## src/hdl/huffman_code_bit_packer_defines.svh

```systemverilog
// ---------------------------------------------------------------------------
// Huffman code bit packer assertion macros
// Assertion helpers for the code bit packer; they fold away in synthesis.
// ---------------------------------------------------------------------------
`ifndef HUFFMAN_CODE_BIT_PACKER_DEFINES_SVH
`define HUFFMAN_CODE_BIT_PACKER_DEFINES_SVH

`ifndef SYNTHESIS
// Condition holds at every clock edge out of reset
`define HCBP_ASSERT_ALWAYS(label, clk, rst, cond, msg) \
  label: assert property (@(posedge clk) disable iff (rst) (cond)) else $error(msg);
// Condition in this cycle implies a condition in the next cycle
`define HCBP_ASSERT_NEXT(label, clk, rst, pre, post, msg) \
  label: assert property (@(posedge clk) disable iff (rst) (pre) |=> (post)) else $error(msg);
`else
`define HCBP_ASSERT_ALWAYS(label, clk, rst, cond, msg)
`define HCBP_ASSERT_NEXT(label, clk, rst, pre, post, msg)
`endif

`endif

```

## src/hdl/hcbp_ram.sv

```systemverilog
// ---------------------------------------------------------------------------
// Generic single-port-write RAM
// One write port and one read port, read data registered on read enable.
// ---------------------------------------------------------------------------
module hcbp_ram #(
  parameter int WIDTH = 8,
  parameter int DEPTH = 16
) (
  input  logic                     clk,
  input  logic                     we,
  input  logic [$clog2(DEPTH)-1:0] waddr,
  input  logic [WIDTH-1:0]         wdata,
  input  logic                     re,
  input  logic [$clog2(DEPTH)-1:0] raddr,
  output logic [WIDTH-1:0]         rdata
);

  logic [WIDTH-1:0] mem [DEPTH];

  // Write and registered read; hold read data while re is low
  always_ff @(posedge clk) begin
    if (we) begin
      mem[waddr] <= wdata;
    end
    if (re) begin
      rdata <= mem[raddr];
    end
  end

endmodule

```

## config.mk

```make
export PLATFORM = sky130hd
export DESIGN_NAME = hcbp_ram
export DESIGN_NICKNAME = d
export VERILOG_FILES = /design/src/hdl/huffman_code_bit_packer_defines.svh /design/src/hdl/hcbp_ram.sv
export SDC_FILE = /design/constraint.sdc
export NUM_CORES = 1
export LEC_CHECK = 0
export ABC_AREA = 1
export BUFFER_PORTS_ARGS = -buffer_cell sky130_fd_sc_hd__buf_2
export CORE_MARGIN = 3
export CORE_UTILIZATION = 40
export CTS_CLUSTER_DIAMETER = 120
export CTS_CLUSTER_SIZE = 12
export DETAILED_ROUTE_END_ITERATION = 8
export GPL_TIMING_DRIVEN = 0
export PLACE_DENSITY_LB_ADDON = 0.2
export SLEW_MARGIN = 20
export SYNTH_ARGS = -nofsm -noshare
export SYNTH_HDL_FRONTEND = slang
export SYNTH_SLANG_ARGS = --single-unit
```

## constraint.sdc

```tcl
create_clock -name clk -period 2.9 [get_ports clk]
set_input_delay 0.435 -clock clk [delete_from_list [all_inputs] [get_ports clk]]
set_output_delay 0.435 -clock clk [all_outputs]
set_load 0.02 [all_outputs]
```

== Word level (Yosys, flattened, before mapping) ==
Memories as Yosys holds them, arrays and structs flattened. A register that Yosys moved wholly into a read port is not among the register bits.
Cells that the tools add are included.

* Muxes and demuxes: 2

{| class="wikitable"
|+ Operators with widths
! cell !! count
|-
| $mux 1 || 2
|}

* Register bits after elaboration: 0
* Bits in writable memories: 128
* Bits of input ports: 19
* Memories kept: 1

{| class="wikitable"
|+ Memories
! memory !! words !! width !! read ports !! clocked after Yosys merged registers in !! write ports !! line !! RTL
|-
| mem || 16 || 8 || 1 || 1 || 1 || hcbp_ram.sv:18 || <nowiki>logic [WIDTH-1:0] mem [DEPTH];</nowiki>
|}

== Logic depth before layout (Yosys ltp) ==
* Depth after elaboration: 2
* Mapped depth: 8
* Depth with buffers taken out: 7

== Least setup slack after synthesis ==
No wires, ideal clock.

* Path type: in2reg
* From: input waddr[2]
* To: memory mem[10][0], enable pin
* Library setup time: 0.370 ns
* Arrival time: 1.016 ns
* Data required time: 2.530 ns
* Setup slack: 1.514 ns
* Cell stages on the path: 2
* Path buffers: 0
* Path through: nand3b_1 -> nor2_1

{| class="wikitable"
|+ RTL lines
! what !! line !! RTL
|-
| start: declaration || hcbp_ram.sv:11 || <nowiki>input logic [$clog2(DEPTH)-1:0] waddr,</nowiki>
|-
| end: declaration || hcbp_ram.sv:18 ||
|}

Straight into the memory's write port.

== Worst setup path in the final report ==
* From: input waddr[3]
* To: memory mem[7][2], enable pin

Straight into the memory's write port.

==> impl_metrics.json <==
{
  "peakVddDrop_mv": 0.389,
  "reg2reg_depth": 6,
  "reg2reg_from": "mem[2][2]$_DFFE_PP_",
  "cap_violations": 0,
  "yosysSeqAreaShare_pct": 69.8,
  "cts.sinks": 136,
  "clk_pin_slew_worst_paths_ps": 60,
  "place.gp.congestion": 0.848,
  "fin_crit_sh_pct": 54.3,
  "die_w_um": 127,
  "fin_hold_ws_ps": 374,
  "syn_area_sq_um": 5850,
  "power-per-cell-area_nw_per_um2": 698,
  "grt_max_degree": 17,
  "place_ws_ps": 923,
  "synth_nets": 570,
  "drt-total-wl_mm": 14.2,
  "slew_headroom_pct": 31.5,
  "mostFrequentLayoutCells": "nand2_1 (173), edfxtp_1 (136), inv_1 (100), nand3_1 (97), buf_2 (36)",
  "ys_types": 11,
  "layout_commonest_cell": "nand2_1",
  "ant_nets": 0,
  "arrival_ps": 1620,
  "vias": 3774,
  "dieArea_sq_um": 16100,
  "initial_utilization_pct": 41.5,
  "layout_setup_ws_ps": 1320,
  "worstSetupPathType": "in2reg",
  "gr-usage-met1_pct": 27.3,
  "crit_chain": "buf_2 -> nand3b_1 -> nor2_1",
  "cts_max_level": 4,
  "grtUsageMet3_pct": 4.04,
  "nets": 612,
  "ys_ff_latch": 136,
  "worst_pin_slew_ps": 1020,
  "leakage_nw": 2.93,
  "cp.required_ps": 2940,
  "skew_ps": 6.35,
  "r2r_end": "rdata[2]$_DFFE_PP_",
  "postCtsSetupBuffers": 0,
  "critical_path_buf_inv_count": 1,
  "r2r_setup_slack_ps": 1720,
  "status": "finished, final reports clean",
  "vias_per_cell": 4.80,
  "rows": 43,
  "cts.path.max_buffers": 2,
  "dp_hpwl_mm": 9.47,
  "firstDrtPassIters": 5,
  "die_h_um": 127,
  "postSynthCellCount": 551,
  "min_path_type": "in2reg",
  "rsz0062_at_grt": "no",
  "ioPinCount": 27,
  "synthToLayoutAreaGrowth_pct": 16.3,
  "critPathSlowestCell": "nor2_1",
  "setup_viol": 0,
  "drive_gt1_share_pct": 12.9,
  "overflow": 0,
  "slew_violations": 0,
  "grt.busiest_layer": "met2",
  "drt_iter0_drc": 332,
  "cp_top_family": "simple AND/OR/NAND/NOR gates",
  "grt_first_pass_wirelength_mm": 22.0,
  "final.setup.tns_ps": 0,
  "post_drt_wl_per_cell_um": 18.0,
  "core_area_sq_um": 14100,
  "clk_latency_ps": 420,
  "antenna_found_initial": 0,
  "syn_avg_cell_area_sq_um": 10.6,
  "drc": 0,
  "cts_buffers": 17,
  "port_buffers": 23,
  "min-delay-start": "re",
  "holdBufCountCts": 0,
  "whs_path_depth": 1,
  "cp_max_fo": 8,
  "use_met2_pct": 27.8,
  "cp-end-kind": "register",
  "cpPeakStageDelay_ps": 780,
  "grt_pass1_vias": 3689,
  "ys_warn_count": 0,
  "cts.repair.resized": 0,
  "fmax_ghz": 0.635,
  "cts_tree": "yes",
  "start_kind": "input pin",
  "min_to": "rdata[1]$_DFFE_PP_",
  "insertedDiodeCount": 0,
  "min_period_ps": 1580,
  "grt_use_total_pct": 18.9,
  "hold_viol": 0,
  "cts-root-buf": "clkbuf_16"
}
## per-stage QoR
stage          area, sq um  total power, W  std cells  util, %
3_5_place_dp          6190         0.00256        754     43.9
5_1_grt               6800         0.00491        786     48.2
4_1_cts               6800         0.00478        786     48.2
3_3_place_gp          6190         0.00256        754     43.9
6_report              6800         0.00475        786     48.2
2_1_floorplan         5850         0.00243        551        -
## layer usage
metal	vias to the layer above	wire length, um
li1	1865	-
met1	1764	6770
met2	122	6370
met3	23	748
met4	0	300
met5	-	0
## Yosys cell counts
library cell	number	area, sq um
buf_2	13	65.1
nand2_1	173	649
nand3b_1	2	15.0
inv_2	2	7.51
buf_6	6	67.6
buf_1	1	3.75
nor2_1	17	63.8
buf_4	4	30.0
edfxtp_1	136	4080
nand3_1	97	485
inv_1	100	375
## flip-flops by register name, indices dropped and copies added, names as in the netlist
signal,count
rdata,8
mem,128
## cells by family (layout without fill, tap and decap cells)
| logic type | count (synthesis) | in the layout | share of synthesized area (%) |
|---|---|---|---|
| DFF | 136 | 136 | 69.8 |
| buffers and inverters | 126 | 181 | 9.39 |
| and+or+nand+nor | 289 | 289 | 20.8 |
## how the worst max path moves through the flow
stage                                      end  startpoint  cells after the start
final                      mem[7][2]$_DFFE_PP_    waddr[3]                      3
after global routing      mem[13][0]$_DFFE_PP_    waddr[1]                      4
after CTS                  mem[7][2]$_DFFE_PP_    waddr[3]                      3
after detailed placement   mem[7][2]$_DFFE_PP_    waddr[3]                      3
after global placement    mem[13][0]$_DFFE_PP_    waddr[1]                      4
after floorplan           mem[10][0]$_DFFE_PP_    waddr[2]                      2
## final cells by class
class | count | area, sq um
inverter | 102 | 383
clock buffer | 19 | 433
timing repair buffer | 23 | 115
buffer | 24 | 166
tap | 180 | 225
clock inverter | 13 | 179
sequential | 136 | 4080
fill | 1327 | 7300
multi-input combinational | 289 | 1210
## power breakdown
part           switching [W]  internal (W)  total [W]  leakage [nW]
combinational       0.000214     0.0000827   0.000296          1.39
sequential         0.0000101       0.00222    0.00223          1.24
clock               0.000792       0.00143    0.00222         0.300
total                0.00102       0.00373    0.00475          2.93
Power figures use the tool's default switching activity.
